File: src/rtl/mtcg_pkg.sv
// ---------------------------------------------------------------------------
// mtcg_pkg
// Types and constants shared by the MIDI to CV/gate parser modules.
// ---------------------------------------------------------------------------
package mtcg_pkg;

    localparam int BYTE_W   = 8;
    localparam int NOTE_W   = 7;
    localparam int DAC_W    = 12;
    localparam int BURST_N  = 3;
    localparam int CNT_W    = 2;

    localparam logic [BYTE_W-1:0] STATUS_LIMIT = 8'hF0;
    localparam logic [BYTE_W-1:0] RT_CLOCK     = 8'hF8;
    localparam logic [BYTE_W-1:0] RT_START     = 8'hFA;
    localparam logic [BYTE_W-1:0] RT_STOP      = 8'hFC;
    localparam logic [BYTE_W-1:0] RT_RESET     = 8'hFF;

    localparam logic [BYTE_W-1:0] GATE_NOTE  = 8'h01;
    localparam logic [BYTE_W-1:0] GATE_RESET = 8'h20;
    localparam logic [BYTE_W-1:0] GATE_RUN   = 8'h40;
    localparam logic [BYTE_W-1:0] GATE_CLOCK = 8'h80;

    localparam logic DAC_CH_NOTE  = 1'b0;
    localparam logic DAC_CH_WHEEL = 1'b1;

    typedef enum logic [2:0] {
        KIND_NONE     = 3'd0,
        KIND_NOTE_OFF = 3'd1,
        KIND_NOTE_ON  = 3'd2,
        KIND_KEY_PRES = 3'd3,
        KIND_CTRL     = 3'd4,
        KIND_PROG     = 3'd5,
        KIND_CH_PRES  = 3'd6,
        KIND_WHEEL    = 3'd7
    } kind_t;

    typedef enum logic [1:0] {
        PH_IDLE   = 2'd0,
        PH_FIRST  = 2'd1,
        PH_SECOND = 2'd2
    } phase_t;

    typedef struct packed {
        logic [BYTE_W-1:0] gate_bits;
        logic              dac_write;
        logic              dac_channel;
        logic [DAC_W-1:0]  dac_value;
        logic              last;
    } res_t;

    typedef struct packed {
        logic [CNT_W-1:0]     cnt;
        res_t [BURST_N-1:0]   r;
    } burst_t;

endpackage

File: src/rtl/midi_to_cv_gate_parser.sv
// ---------------------------------------------------------------------------
// midi_to_cv_gate_parser
// MIDI byte stream to note gate, clock/run/reset bits and DAC writes.
// ---------------------------------------------------------------------------
// usage
//   input channel: one MIDI byte per beat on midi_byte, in_valid / in_stall
//   output channel: one result per beat (gate_bits, dac_write, dac_channel,
//   dac_value, last), out_valid / out_stall; last marks the final result of
//   a byte, bytes that cause nothing give no beat
//   path: input register, burst register, then output register
//   throughput: one byte per cycle while out_stall is low and each byte
//   gives at most one result; a byte that gives k results (at most 3)
//   holds the burst register until the single output register drains it
//   reset: running status, data phase, notes, wheel low byte and gate
//   register clear; no beat is pending on either side
//   stall: out_stall holds the output beat; the burst register and the
//   input register then fill and in_stall rises, no byte is dropped
// ---------------------------------------------------------------------------
module midi_to_cv_gate_parser
(
    input  logic                          clk,
    input  logic                          rst_n,
    input  logic                          in_valid,
    output logic                          in_stall,
    input  logic [mtcg_pkg::BYTE_W-1:0]   midi_byte,
    output logic                          out_valid,
    input  logic                          out_stall,
    output logic [mtcg_pkg::BYTE_W-1:0]   gate_bits,
    output logic                          dac_write,
    output logic                          dac_channel,
    output logic [mtcg_pkg::DAC_W-1:0]    dac_value,
    output logic                          last
);

    logic                          in_valid_reg;
    logic [mtcg_pkg::BYTE_W-1:0]   in_byte_reg;
    mtcg_pkg::burst_t              dec_burst;
    mtcg_pkg::burst_t              burst_reg, burst_next;
    logic                          out_valid_reg, out_valid_next;
    mtcg_pkg::res_t                out_reg;
    logic                          out_load;
    logic                          burst_free;
    logic                          process;
    logic                          in_take;

    assign out_load   = (burst_reg.cnt != '0) && (!out_valid_reg || !out_stall);
    assign burst_free = (burst_reg.cnt == '0) || ((burst_reg.cnt == 2'd1) && out_load);
    assign process    = in_valid_reg && burst_free;
    assign in_stall   = in_valid_reg && !process;
    assign in_take    = in_valid && !in_stall;

    mtcg_decode u_decode
    (
        .clk   (clk),
        .rst_n (rst_n),
        .fire  (process),
        .data  (in_byte_reg),
        .burst (dec_burst)
    );

    always_comb
    begin
        burst_next = burst_reg;
        if (process)
        begin
            burst_next = dec_burst;
        end
        else if (out_load)
        begin
            burst_next.r[0] = burst_reg.r[1];
            burst_next.r[1] = burst_reg.r[2];
            burst_next.r[2] = '0;
            burst_next.cnt  = burst_reg.cnt - 2'd1;
        end
    end

    always_comb
    begin
        out_valid_next = out_valid_reg;
        if (out_load)
            out_valid_next = 1'b1;
        else if (!out_stall)
            out_valid_next = 1'b0;
    end

    always_ff @(posedge clk or negedge rst_n)
    begin
        if (!rst_n)
        begin
            in_valid_reg  <= 1'b0;
            burst_reg     <= '0;
            out_valid_reg <= 1'b0;
        end
        else
        begin
            if (in_take)
                in_valid_reg <= 1'b1;
            else if (process)
                in_valid_reg <= 1'b0;
            burst_reg     <= burst_next;
            out_valid_reg <= out_valid_next;
        end
    end

    always_ff @(posedge clk)
    begin
        if (in_take)
            in_byte_reg <= midi_byte;
        if (out_load)
            out_reg <= burst_reg.r[0];
    end

    assign out_valid   = out_valid_reg;
    assign gate_bits   = out_reg.gate_bits;
    assign dac_write   = out_reg.dac_write;
    assign dac_channel = out_reg.dac_channel;
    assign dac_value   = out_reg.dac_value;
    assign last        = out_reg.last;

    // final entry of a pending burst closes its byte
    a_burst_last: assert property (@(posedge clk) disable iff (!rst_n)
        (burst_reg.cnt != '0) |-> burst_reg.r[burst_reg.cnt - 2'd1].last)
        else $error("burst without closing entry");

    // a held input byte stays until it is decoded
    a_in_hold: assert property (@(posedge clk) disable iff (!rst_n)
        (in_valid_reg && !process) |=> (in_valid_reg && $stable(in_byte_reg)))
        else $error("input byte lost while waiting");

    // a loaded entry always reaches the output register
    a_out_load: assert property (@(posedge clk) disable iff (!rst_n)
        out_load |=> out_valid_reg)
        else $error("loaded result not presented");

    // beats without a dac write carry zero dac fields
    a_dac_zero: assert property (@(posedge clk) disable iff (!rst_n)
        (out_valid_reg && !out_reg.dac_write)
            |-> (out_reg.dac_value == '0 && out_reg.dac_channel == 1'b0))
        else $error("dac fields set without dac write");

endmodule

File: src/rtl/mtcg_decode.sv
// ---------------------------------------------------------------------------
// mtcg_decode
// MIDI message state and decode of one byte into a burst of up to three
// results; state advances when fire is high.
// ---------------------------------------------------------------------------
module mtcg_decode
(
    input  logic                          clk,
    input  logic                          rst_n,
    input  logic                          fire,
    input  logic [mtcg_pkg::BYTE_W-1:0]   data,
    output mtcg_pkg::burst_t              burst
);

    mtcg_pkg::kind_t                  kind_reg, kind_next;
    mtcg_pkg::phase_t                 phase_reg, phase_next;
    logic [mtcg_pkg::NOTE_W-1:0]      pend_reg, pend_next;
    logic [mtcg_pkg::NOTE_W-1:0]      held_reg, held_next;
    logic [mtcg_pkg::NOTE_W-1:0]      wlow_reg, wlow_next;
    logic [mtcg_pkg::BYTE_W-1:0]      gate_reg, gate_next;
    logic [2*mtcg_pkg::NOTE_W-1:0]    wheel_full;

    assign wheel_full = {data[mtcg_pkg::NOTE_W-1:0], wlow_reg};

    always_comb
    begin
        kind_next  = kind_reg;
        phase_next = phase_reg;
        pend_next  = pend_reg;
        held_next  = held_reg;
        wlow_next  = wlow_reg;
        gate_next  = gate_reg;
        burst      = '0;

        if (data[mtcg_pkg::BYTE_W-1])
        begin
            if (data < mtcg_pkg::STATUS_LIMIT)
            begin
                kind_next  = mtcg_pkg::kind_t'(data[6:4] + 3'd1);
                phase_next = mtcg_pkg::PH_FIRST;
            end
            else
            begin
                case (data)
                    mtcg_pkg::RT_CLOCK: gate_next = gate_reg ^ mtcg_pkg::GATE_CLOCK;
                    mtcg_pkg::RT_START: gate_next = (gate_reg | mtcg_pkg::GATE_RUN)
                                                    & ~mtcg_pkg::GATE_RESET;
                    mtcg_pkg::RT_STOP:  gate_next = gate_reg & ~mtcg_pkg::GATE_RUN;
                    mtcg_pkg::RT_RESET: gate_next = (gate_reg & ~mtcg_pkg::GATE_RUN)
                                                    | mtcg_pkg::GATE_RESET;
                    default:            gate_next = gate_reg;
                endcase
                if (data inside {mtcg_pkg::RT_CLOCK, mtcg_pkg::RT_START,
                                 mtcg_pkg::RT_STOP, mtcg_pkg::RT_RESET})
                begin
                    burst.cnt            = 2'd1;
                    burst.r[0].gate_bits = gate_next;
                    burst.r[0].last      = 1'b1;
                end
            end
        end
        else if ((phase_reg inside {mtcg_pkg::PH_FIRST, mtcg_pkg::PH_SECOND})
                 && !(kind_reg inside {mtcg_pkg::KIND_NONE, mtcg_pkg::KIND_PROG,
                                       mtcg_pkg::KIND_CH_PRES}))
        begin
            if (phase_reg == mtcg_pkg::PH_FIRST)
            begin
                if (kind_reg == mtcg_pkg::KIND_WHEEL)
                    wlow_next = data[mtcg_pkg::NOTE_W-1:0];
                else
                    pend_next = data[mtcg_pkg::NOTE_W-1:0];
                phase_next = mtcg_pkg::PH_SECOND;
            end
            else
            begin
                phase_next = mtcg_pkg::PH_FIRST;
                case (kind_reg)
                    mtcg_pkg::KIND_NOTE_OFF:
                    begin
                        if (pend_reg == held_reg)
                        begin
                            gate_next            = gate_reg & ~mtcg_pkg::GATE_NOTE;
                            burst.cnt            = 2'd1;
                            burst.r[0].gate_bits = gate_next;
                            burst.r[0].last      = 1'b1;
                        end
                    end
                    mtcg_pkg::KIND_NOTE_ON:
                    begin
                        if (data != '0)
                        begin
                            held_next              = pend_reg;
                            gate_next              = gate_reg | mtcg_pkg::GATE_NOTE;
                            burst.r[0].gate_bits   = gate_reg;
                            burst.r[0].dac_write   = 1'b1;
                            burst.r[0].dac_channel = mtcg_pkg::DAC_CH_NOTE;
                            burst.r[0].dac_value   = {pend_reg, 5'd0};
                            if (gate_reg[0])
                            begin
                                burst.cnt            = 2'd3;
                                burst.r[1].gate_bits = gate_reg & ~mtcg_pkg::GATE_NOTE;
                                burst.r[2].gate_bits = gate_next;
                                burst.r[2].last      = 1'b1;
                            end
                            else
                            begin
                                burst.cnt            = 2'd2;
                                burst.r[1].gate_bits = gate_next;
                                burst.r[1].last      = 1'b1;
                            end
                        end
                        else
                        begin
                            if (pend_reg == held_reg)
                                gate_next = gate_reg & ~mtcg_pkg::GATE_NOTE;
                            burst.cnt            = 2'd1;
                            burst.r[0].gate_bits = gate_next;
                            burst.r[0].last      = 1'b1;
                        end
                    end
                    mtcg_pkg::KIND_WHEEL:
                    begin
                        burst.cnt              = 2'd1;
                        burst.r[0].gate_bits   = gate_reg;
                        burst.r[0].dac_write   = 1'b1;
                        burst.r[0].dac_channel = mtcg_pkg::DAC_CH_WHEEL;
                        burst.r[0].dac_value   = wheel_full[2*mtcg_pkg::NOTE_W-1:2];
                        burst.r[0].last        = 1'b1;
                    end
                    default:
                    begin
                        burst.cnt = 2'd0;
                    end
                endcase
            end
        end
    end

    always_ff @(posedge clk or negedge rst_n)
    begin
        if (!rst_n)
        begin
            kind_reg  <= mtcg_pkg::KIND_NONE;
            phase_reg <= mtcg_pkg::PH_IDLE;
            pend_reg  <= '0;
            held_reg  <= '0;
            wlow_reg  <= '0;
            gate_reg  <= '0;
        end
        else if (fire)
        begin
            kind_reg  <= kind_next;
            phase_reg <= phase_next;
            pend_reg  <= pend_next;
            held_reg  <= held_next;
            wlow_reg  <= wlow_next;
            gate_reg  <= gate_next;
        end
    end

endmodule

File: config.mk
export PLATFORM = sky130hd
export DESIGN_NAME = midi_to_cv_gate_parser
export DESIGN_NICKNAME = d
export VERILOG_FILES = /design/src/rtl/mtcg_pkg.sv /design/src/rtl/midi_to_cv_gate_parser.sv /design/src/rtl/mtcg_decode.sv
export SDC_FILE = /design/constraint.sdc
export NUM_CORES = 1
export LEC_CHECK = 0
export BUFFER_PORTS_ARGS = -buffer_cell sky130_fd_sc_hd__clkbuf_2
export CAP_MARGIN = 40
export CELL_PAD_IN_SITES_DETAIL_PLACEMENT = 2
export CELL_PAD_IN_SITES_GLOBAL_PLACEMENT = 2
export CORE_ASPECT_RATIO = 1.5
export CORE_UTILIZATION = 44
export DETAILED_ROUTE_END_ITERATION = 8
export PLACE_DENSITY = 0.83
export REMOVE_ABC_BUFFERS = 1
export SLEW_MARGIN = 0
export SYNTH_ARGS = -nofsm -noshare
export SYNTH_HDL_FRONTEND = slang
export SYNTH_SLANG_ARGS = --single-unit
File: constraint.sdc
create_clock -name clk -period 3.7 [get_ports clk]
set_input_delay 0.555 -clock clk [delete_from_list [all_inputs] [get_ports clk]]
set_output_delay 0.555 -clock clk [all_outputs]
set_load 0.01 [all_outputs]
==> run metrics, run 1 <==
status=complete, no violations; Die X=78.8 um; warnings from Yosys=0; CP endpoint kind=register; Die Ht=117 um; via/cell ratio=5.83; antenna violations before repair=0; reg2reg start=burst_reg[70]$_DFFE_PN0P_; Critical Path Source Type=register; RSZ-0062 raised after global routing=no; PostCTS Resize Cnt=0; total number of vias=2639; Reg-to-Reg End=u_decode.held_reg[5]$_DFFE_PN0P_; Clock transition at path regs=0.07 ns; largest net degree at the start of global routing=30; Setup Fix Bufs, Post-CTS=0; ys flop type=dfrtp_1; clk root buf=clkbuf_16; synth unique cells=60; layout cell share with drive strength beyond 1=24.0%; worst setup path end=u_decode.held_reg[5]$_DFFE_PN0P_; WP data arrival=3.11 ns; TritonCTS clock tree=built; post-synth top area cell=dfrtp_1; placed wire-length estimate=7060 um; final core occ=52.5%; FF-to-FF path depth=6; pwr dens=847 nW/um^2; Overall Global Routing Usage=26.1%; wirelength, routed=10800 um; iteration count of the initial detailed-routing pass=4; DRC=0; Mapped Cells=310; Fill cells=838; Final min period=2.87 ns; Num CTS Buffers=9; initial DRC count=142; Async SR Flop Fraction=68.6%; GRT Residual Overflow=0; Leak=1.95 nW; synth top area cells=dfrtp_1, edfxtp_1, mux2_2; Hold Buf Count CTS=0; H-Tree Depth=3; RD Place Congestion=0.816; most common cell after layout, fill and taps aside=dfrtp_1; required time worst endpoint=3.94 ns; Final Max Slew Viols=0; final setup TNS=0 ns; site row count=41; Seq/Total Area, Yosys=58.8%; fmax=349 MHz; vias in the first global route=2994; headroom to the max-slew limit=39.7%; Final Setup Violations=0; Mean Syn Cell Area=12.6 um^2; first-pass GRT wire length=17100 um; antenna viol nets, final=0; # IOs=37; footprint of the multi-input gates=1440 um^2; Starting Density=45.7%; crit path max fanout=17; Clock Sinks=86; Layout Nets=358; Slew @ Worst Pin=0.882 ns; Antenna diodes=0; most frequent cells in the layout=dfrtp_1, clkbuf_2, edfxtp_1, nand2_1, a22o_1; Seq. cell area=2290 um^2; Post-synth EDFFs=27; wire length per cell=23.8 um; flop-to-flop setup slack=0.83 ns; max reg flops=29; P&R area growth vs syn=14.8%; max_cap viols=0; crit path kind=register to register; Post-Syn Area=3890 um^2; core area=8520 um^2; clock tree buffer depth=2; DIE AREA=9230 um^2; number of synthesized register bits=86; clk_skew=0.00861 ns; Synth top area share=37.9%; fin crit share=77.5%; worst setup path start=burst_reg[70]$_DFFE_PN0P_; port bufs=32; Clock Latency Late Sink=0.35 ns; worst hold path type=primary input to asynchronous set/reset pin; Hold Fails Final Rpt=0; Worst VDD drop=0.000459 V
## logic make-up (layout without fill, tap and decap cells)
| family | after synthesis | in the layout | share of synthesized area [%] |
|---|---|---|---|
| xor+xnor | 13 | 13 | 2.93 |
| flops | 86 | 86 | 58.8 |
| compound gates | 71 | 71 | 14.1 |
| buf+inv | 32 | 65 | 4.47 |
| fa+ha+maj | 5 | 5 | 1.61 |
| other cells | 1 | 4 | 0.0963 |
| simple gates | 76 | 76 | 10.7 |
| mux | 26 | 26 | 7.33 |
## routing by layer
| metal | share of wire [%] | track usage [%] | wire length, um | vias up |
|---|---|---|---|---|
| li1 | - | - | - | 1188 |
| met1 | 40 | 28.6 | 4280 | 1380 |
| met2 | 56 | 48.9 | 6010 | 53 |
| met3 | 2.7 | 4.19 | 292 | 18 |
| met4 | 2.0 | 12.1 | 217 | 0 |
| met5 | 0 | 0 | 0 | - |
## worst max-delay path, stage by stage, from the launching register on
cell and delay, ns:
dfrtp_1 0.39, inv_1 0.09, ha_1 0.16, a21boi_0 0.32, o21a_1 0.54, and4_1 0.84
mux2_2 0.42
## synthesized netlist by cell type, drive strengths merged (4+ instances only)
cell type and count:
nor2 12, nand3 10, a22o 18, ha 5
nand2 20, o21ai 15, inv 10, nor2b 5
mux2i 6, a21oi 9, a21o 4, dfrtp 59
edfxtp 27, nor3 7, mux2 20, buf 11
clkbuf 11, xnor2 11
## metrics by stage
| step | cells | setup slack [ns] | cell area [um^2] | power, mW | hold slack [ns] |
|---|---|---|---|---|---|
| after floorplan | 291 | 1.45 | 3770 | 2.22 | 0.259 |
| after global placement | 437 | 0.992 | 4110 | 2.59 | 0.428 |
| after global routing | 453 | 0.672 | 4470 | 3.98 | 0.334 |
| after CTS | 453 | 0.848 | 4470 | 3.82 | 0.323 |
| final | 453 | 0.831 | 4470 | 3.78 | 0.291 |
| after detailed placement | 437 | 0.854 | 4110 | 2.68 | 0.437 |
## where the power goes
part	internal, mW	switching, mW	total [mW]
registers	1.28	0.261	1.54
logic	0.452	0.719	1.17
clock network	0.671	0.401	1.07
## worst min-delay path by stage
stage                     cells after the start                      start                          endpoint  slack [ns]
after floorplan                               0                      rst_n          burst_reg[0]$_DFFE_PN0P_        0.26
after global placement                        0  burst_reg[22]$_DFFE_PN0P_            gate_bits[7]$_DFFE_PP_        0.43
after detailed placement                      0  burst_reg[20]$_DFFE_PN0P_            gate_bits[5]$_DFFE_PP_        0.44
after CTS                                     1                      rst_n  u_decode.gate_reg[6]$_DFFE_PN0P_        0.32
after global routing                          1                      rst_n  u_decode.gate_reg[6]$_DFFE_PN0P_        0.33
final                                         1                      rst_n  u_decode.gate_reg[6]$_DFFE_PN0P_        0.29
## final cells by class
class,count,share of cell area (%)
tap,107,3.00
inverter,10,0.840
sequential,86,51.2
clock inverter,7,2.88
timing repair buffer,39,4.76
multi-input combinational,195,32.3
clock buffer,9,5.04
Note: power is estimated with default switching activity, not from simulation.
==> run 2: changes to the inputs <==
ABC_AREA = 1   (was unset)
CORE_UTILIZATION = 34   (was 44)
PLACE_DENSITY = 0.73   (was 0.83)
clock period = 2.4 ns   (was 3.7 ns; I/O delays follow)
==> run metrics, run 2 <==
crit path kind=register to register (unchanged); TritonCTS clock tree=built (unchanged); H-Tree Depth=3 (unchanged); wire length per cell=17.1 um (was 23.8 um); Final min period=2.07 ns (was 2.87 ns); cell with the most instances after synthesis=nand2_1 (was dfrtp_1); Layout Nets=456 (was 358); crit-path cells=inv_1 > ha_1 > a21o_2 > nand2_4 > inv_2 > nor2_4 > inv_2 > nor2_1 > a21oi_1 (was inv_1 > ha_1 > a21boi_0 > o21a_1 > and4_1 > mux2_2); max reg flops=29 (unchanged); adder-cell share of the synthesized area=1.60% (was 1.61%); Worst VDD drop=0.000454 V (was 0.000459 V); site row count=47 (was 41); total power=5.67 mW (was 3.78 mW); Synth Area in XOR/XNOR=1.12% (was 2.93%); warnings from Yosys=0 (unchanged); crit path max fanout=14 (was 17); routed wl met3=191 um (was 292 um); via/cell ratio=4.88 (was 5.83); fin crit share=86.1% (was 77.5%); Num CTS Buffers=9 (unchanged); antenna violations before repair=0 (unchanged); Clock transition at path regs=0.07 ns (about the same); layout cell share with drive strength beyond 1=21.2% (was 24.0%); max_cap viols=0 (unchanged); Overall Global Routing Usage=18.7% (was 26.1%); total number of vias=2883 (was 2639); top sig layer=met4 (unchanged); antenna viol nets, final=0 (unchanged); initial DRC count=62 (was 142); most instantiated cells after synthesis=nand2_1, dfrtp_1, inv_1, nand3_1, edfxtp_1 (was dfrtp_1, edfxtp_1, a22o_1, nand2_1); GRT Residual Overflow=0 (unchanged); DIE AREA=11900 um^2 (was 9230 um^2); met2 WL=5360 um (was 6010 um); Fill cells=1210 (was 838); CP endpoint kind=register (unchanged); synth top area cells=dfrtp_1, edfxtp_1, nand2_1 (was dfrtp_1, edfxtp_1, mux2_2); Clock Sinks=86 (unchanged); clock tree buffer depth=2 (unchanged); largest family of logic cells by synthesized area=simple AND/OR/NAND/NOR gates (was compound AO/OA/AOI/OAI gates); worst path buffer plus inverter count=3 (was 1); Slew @ Worst Pin=0.526 ns (was 0.882 ns); Seq. cell area=2290 um^2 (unchanged); vias in the first global route=3144 (was 2994); status=complete, no violations (unchanged); post-synth top area cell=dfrtp_1 (unchanged); Post-synth EDFFs=27 (unchanged); clk root buf=clkbuf_16 (unchanged); Post-Syn Area=3910 um^2 (was 3890 um^2); Final Setup Violations=0 (unchanged); Seq/Total Area, Yosys=58.5% (was 58.8%); most frequent CP cell=inv_2; Die Ht=133 um (was 117 um); Synth top area share=37.7% (was 37.9%); Critical Path Source Type=register (unchanged); RSZ-0062 raised after global routing=no (unchanged); most frequent cells in the layout=nand2_1, dfrtp_1, inv_1, nand3_1, clkbuf_2 (was dfrtp_1, clkbuf_2, edfxtp_1, nand2_1, a22o_1); Setup Fix Bufs, Post-CTS=0 (unchanged); WP data arrival=2.30 ns (was 3.11 ns); DRC=0 (unchanged); Mapped Cells=398 (was 310); Final Max Slew Viols=0 (unchanged); PostCTS Resize Cnt=0 (unchanged); fmax=484 MHz (was 349 MHz); most common cell after layout, fill and taps aside=nand2_1 (was dfrtp_1); Async SR Flop Fraction=68.6% (unchanged); Hold Fails Final Rpt=0 (unchanged); post-synthesis compound-gate area fraction=10.2% (was 14.1%); # IOs=37 (unchanged); Antenna diodes=0 (unchanged); wirelength, routed=10100 um (was 10800 um); Leak=2.17 nW (was 1.95 nW); Mean Syn Cell Area=9.83 um^2 (was 12.6 um^2); required time worst endpoint=2.63 ns (was 3.94 ns); Hold Buf Count CTS=0 (unchanged); ys flop type=dfrtp_1 (unchanged); footprint of the multi-input gates=1400 um^2 (was 1440 um^2); simple-gate portion of the synthesized area=22.4% (was 10.7%); number of synthesized register bits=86 (unchanged); Clock Latency Late Sink=0.35 ns (about the same); placed wire-length estimate=7680 um (was 7060 um); worst hold path type=primary input to asynchronous set/reset pin (unchanged); Starting Density=35.2% (was 45.7%); Die X=89.6 um (was 78.8 um); P&R area growth vs syn=16.2% (was 14.8%); headroom to the max-slew limit=65.0% (was 39.7%); final setup TNS=0 ns (unchanged); pwr dens=1250 nW/um^2 (was 847 nW/um^2); core area=11100 um^2 (was 8520 um^2); Metal-1 WL=4380 um (was 4280 um); first-pass GRT wire length=16400 um (was 17100 um); largest net degree at the start of global routing=41 (was 30); synth unique cells=41 (was 60); RD Place Congestion=0.777 (was 0.816); final core occ=40.9% (was 52.5%); mux cell area share after synthesis=0% (was 7.33%); iteration count of the initial detailed-routing pass=4 (unchanged); Slowest-stage cell, CP=dfrtp_1 (was and4_1); clk_skew=0.00572 ns (was 0.00861 ns); Top delay family on crit path=simple AND/OR/NAND/NOR gates (was compound AO/OA/AOI/OAI gates); CP peak stage delay=0.41 ns (was 0.84 ns); port bufs=32 (unchanged)
[run 2: cell type report]
type                            count  area share, %
Multi-Input combinational cell    262           30.7
Timing Repair Buffer               38           4.51
Clock buffer                       10           5.26
Clock inverter                      6           1.65
Inverter                           42           3.52
Sequential cell                    86           50.3
Tap cell                          147           4.05
[run 2: power breakdown]
group          total (mW)  switching [mW]  internal (mW)
Combinational        1.94            1.33          0.603
Clock                1.48           0.625          0.852
Sequential           2.26           0.265           1.99
[run 2: per-stage QoR]
step / cells / worst slack, ns / hold slack (ns) / cell area (um^2)
global placement: 575 / 0.477 / 0.442 / 4230
CTS: 591 / 0.297 / 0.0994 / 4550
finish: 591 / 0.333 / 0.0690 / 4550
global route: 591 / 0.210 / 0.114 / 4550
floorplan: 390 / 0.354 / 0.0644 / 3840
detailed placement: 575 / 0.362 / 0.437 / 4230
[run 2: final timing paths]
path,start,to,slack (ns),cells after the start
worst max register to register,burst_reg[69]$_DFFE_PN0P_,burst_reg[69]$_DFFE_PN0P_,0.33,9
worst min register to register,burst_reg[22]$_DFFE_PN0P_,gate_bits[7]$_DFFE_PP_,0.46,0
worst min-delay path,rst_n,burst_reg[6]$_DFFE_PN0P_,0.07,2
max in group asynchronous,rst_n,u_decode.held_reg[5]$_DFFE_PN0P_,1.62,3
min in group clk,midi_byte[7],in_byte_reg[7]$_DFFE_PP_,0.19,1
worst max-delay path,burst_reg[69]$_DFFE_PN0P_,burst_reg[69]$_DFFE_PN0P_,0.33,9
[run 2: logic make-up after synthesis]
kind of cell / after synthesis
simple gates: 183
compound gates: 65
flops: 86
xor+xnor: 5
fa+ha+maj: 5
buf+inv: 53
other cells: 1
[run 2: per-layer routing]
metal	vias up	track usage, %
met3	10	3.16
li1	1399	-
met5	-	0
met4	0	6.61
met1	1433	22.9
met2	41	32.3
==> run 3: changes to the inputs <==
CORE_MARGIN = 4   (was unset)
PLACE_DENSITY = 0.75   (was 0.73)
SYNTH_HIERARCHICAL = 1   (was unset)
==> run metrics, run 3 <==
status=complete, no violations (unchanged); crit path kind=register to output port (was register to register); Slowest-stage cell, CP=dfrtp_1 (unchanged); P&R area growth vs syn=11.7% (was 16.2%); Layout Nets=931 (was 456); crit-path cells=inv_1 > ha_1 > inv_2 > nand2_2 > buf_6 > nor2_1 > clkbuf_2 (was inv_1 > ha_1 > a21o_2 > nand2_4 > inv_2 > nor2_4 > inv_2 > nor2_1 > a21oi_1); DIE AREA=23100 um^2 (was 11900 um^2); Post-synth EDFFs=31 (was 27); wire length per cell=16.3 um (was 17.1 um); CP endpoint kind=output port (was register); Fill cells=2361 (was 1210); synth unique cells=33 (was 41); most common cell after layout, fill and taps aside=nand2_1 (unchanged); Overall Global Routing Usage=18.0% (was 18.7%); Worst VDD drop=0.000571 V (was 0.000454 V); Seq. cell area=3460 um^2 (was 2290 um^2); Synth top area share=36.0% (was 37.7%); total power=11.2 mW (was 5.67 mW); antenna violations before repair=0 (unchanged); Async SR Flop Fraction=76.5% (was 68.6%); dpl ws=0.276 ns (was 0.362 ns); CP peak stage delay=0.40 ns (was 0.41 ns); site row count=64 (was 47); layout cell share with drive strength beyond 1=12.8% (was 21.2%); Mean Syn Cell Area=7.89 um^2 (was 9.83 um^2); WP data arrival=1.84 ns (was 2.30 ns); Final Max Slew Viols=0 (unchanged); post-synth top area cell=dfrtp_1 (unchanged); largest family of logic cells by synthesized area=simple AND/OR/NAND/NOR gates (unchanged); Post-Syn Area=7020 um^2 (was 3910 um^2); # IOs=37 (unchanged); H-Tree Depth=4 (was 3); Critical Path Source Type=register (unchanged); Starting Density=34.5% (was 35.2%); clk root buf=clkbuf_16 (unchanged); worst setup margin=0.202 ns (was 0.333 ns); iteration count of the initial detailed-routing pass=4 (unchanged); cell with the most instances after synthesis=nand2_1 (unchanged); clk_skew=0.00718 ns (was 0.00572 ns); port bufs=36 (was 32); simple-gate portion of the synthesized area=31.9% (was 22.4%); DRC=0 (unchanged); core area=20300 um^2 (was 11100 um^2); warnings from Yosys=6 (was 0); Die X=125 um (was 89.6 um); Clock Latency Late Sink=0.43 ns (was 0.35 ns); footprint of the multi-input gates=2790 um^2 (was 1400 um^2); adder-cell share of the synthesized area=0.891% (was 1.60%); synth top area cells=dfrtp_1, nand2_1, edfxtp_1 (was dfrtp_1, edfxtp_1, nand2_1); wirelength, routed=19400 um (was 10100 um); Top delay family on crit path=buffers and inverters (was simple AND/OR/NAND/NOR gates); Mapped Cells=890 (was 398); fin crit share=91.6% (was 86.1%); Leak=3.94 nW (was 2.17 nW); max_cap viols=0 (unchanged); worst hold path type=primary input to register (was primary input to asynchronous set/reset pin); total number of vias=5728 (was 2883); largest net degree at the start of global routing=119 (was 41); worst path buffer plus inverter count=4 (was 3); ys flop type=dfrtp_1 (unchanged); Final Setup Violations=0 (unchanged); most instantiated cells after synthesis=nand2_1, nand3_1, dfrtp_1, inv_1, buf_4 (was nand2_1, dfrtp_1, inv_1, nand3_1, edfxtp_1); initial DRC count=226 (was 62); via/cell ratio=4.81 (was 4.88); number of synthesized register bits=132 (was 86); max reg flops=71 (was 29); Clock Sinks=132 (was 86); headroom to the max-slew limit=43.8% (was 65.0%); vias in the first global route=6469 (was 3144); fmax=455 MHz (was 484 MHz); first-pass GRT wire length=32800 um (was 16400 um); mux cell area share after synthesis=0% (unchanged); Synth Area in XOR/XNOR=0.873% (was 1.12%); RD Place Congestion=0.790 (was 0.777); pwr dens=1430 nW/um^2 (was 1250 nW/um^2); crit path max fanout=33 (was 14); GRT Residual Overflow=0 (unchanged); Clock transition at path regs=0.06 ns (was 0.07 ns); Final min period=2.20 ns (was 2.07 ns); RSZ-0062 raised after global routing=no (unchanged); Num CTS Buffers=17 (was 9); Hold Fails Final Rpt=0 (unchanged); most frequent cells in the layout=nand2_1, nand3_1, dfrtp_1, inv_1, conb_1 (was nand2_1, dfrtp_1, inv_1, nand3_1, clkbuf_2); TritonCTS clock tree=built (unchanged); Slew @ Worst Pin=0.844 ns (was 0.526 ns); clock tree buffer depth=2 (unchanged); Seq/Total Area, Yosys=49.3% (was 58.5%); placed wire-length estimate=12800 um (was 7680 um); required time worst endpoint=2.04 ns (was 2.63 ns); Die Ht=184 um (was 133 um); Hold WS=0.102 ns (was 0.0690 ns); Antenna diodes=0 (unchanged); Setup Fix Bufs, Post-CTS=0 (unchanged); post-synthesis compound-gate area fraction=3.81% (was 10.2%); antenna viol nets, final=0 (unchanged)
[run 3: changes by cell type in the layout (fill, tap and decap cells not counted), sizes merged, moves of 3 or more]
cell | before | now
o21ai | 28 | 25
edfxtp | 27 | 31
clkinv | 1 | 6
inv | 45 | 103
buf | 6 | 12
nor2 | 27 | 37
conb | 4 | 40
nand2 | 109 | 334
clkinvlp | 1 | 5
dfrtp | 59 | 101
clkbuf | 42 | 53
a21oi | 18 | 4
nand3 | 36 | 141
[run 3: per-stage QoR]
| stage | instances | utilization (%) | instance area, um^2 | TNS [ns] |
|---|---|---|---|---|
| 2_1_floorplan | 847 | - | 6620 | -44.98 |
| 3_3_place_gp | 1158 | 35.7 | 7260 | 0 |
| 3_5_place_dp | 1158 | 35.7 | 7260 | 0 |
| 4_1_cts | 1191 | 38.5 | 7840 | 0 |
| 5_1_grt | 1191 | 38.6 | 7840 | 0 |
| 6_report | 1191 | 38.6 | 7840 | 0 |
[run 3: layer usage]
metal,global-route usage [%],part of all wire (%),vias up
met5,0,0,-
met4,6.68,2.0,0
met3,2.91,1.9,24
met2,35.3,56,59
met1,19.0,40,2890
li1,-,-,2755
[run 3: cell families after synthesis]
kind of cell             after synthesis
flip-flops                           132
XOR/XNOR                               7
AO/OA/AOI/OAI                         38
other                                  1
buffers and inverters                184
adder cells (fa/ha/maj)                5
AND/OR/NAND/NOR                      523
[run 3: area by class of cell]
| cell class | count | share of cell area, % |
|---|---|---|
| flip-flops and latches | 132 | 44.1 |
| clock inverters | 14 | 1.77 |
| clock buffers | 18 | 5.47 |
| inverters | 102 | 4.88 |
| multi-input cells | 613 | 35.5 |
| well taps | 264 | 4.21 |
| repair buffers | 48 | 4.04 |
[run 3: final timing paths]
| check | startpoint | depth (start not counted) | slack [ns] | to |
|---|---|---|---|---|
| max | burst_reg[69]$_DFFE_PN0P_ | 7 | 0.20 | in_stall |
| min | midi_byte[0] | 1 | 0.10 | in_byte_reg[0]$_DFFE_PP_ |
| max reg2reg | in_byte_reg[5]$_DFFE_PP_ | 15 | 0.27 | burst_reg[15]$_DFFE_PN0P_ |
| min reg2reg | burst_reg[17]$_DFFE_PN0P_ | 0 | 0.45 | gate_bits[2]$_DFFE_PP_ |
| max in group asynchronous | rst_n | 3 | 1.14 | burst_reg[17]$_DFFE_PN0P_ |
| min in group asynchronous | rst_n | 2 | 0.47 | burst_reg[9]$_DFFE_PN0P_ |
[run 3: worst register-to-register path: stages (launching register included)]
cell and delay (ns):
edfxtp_1 0.39, inv_1 0.23, ha_1 0.20, nand2_1 0.06, nor2_1 0.12, nand2_1 0.16
nand2_4 0.19, inv_1 0.05, o21ai_0 0.16, nand2_1 0.07, nand2_1 0.06, nand2_1 0.06
inv_1 0.05, nand3_1 0.09, nand2_1 0.09, nand2_1 0.04
[run 3: what timing repair did]
item                                    4_1_cts  5_1_grt
endpoints found under the hold margin        34        0
endpoints found under the setup margin        0        1
hold buffers                                  1        0
resized for setup                             0        1
[run 3: report_power, final]
group	internal, mW	leakage, nW	switching, mW	total (mW)
Sequential	3.37	1.57	0.544	3.91
Combinational	1.45	2.10	3.31	4.76
Clock	1.52	0.266	1.03	2.55
Total	6.33	3.94	4.89	11.2
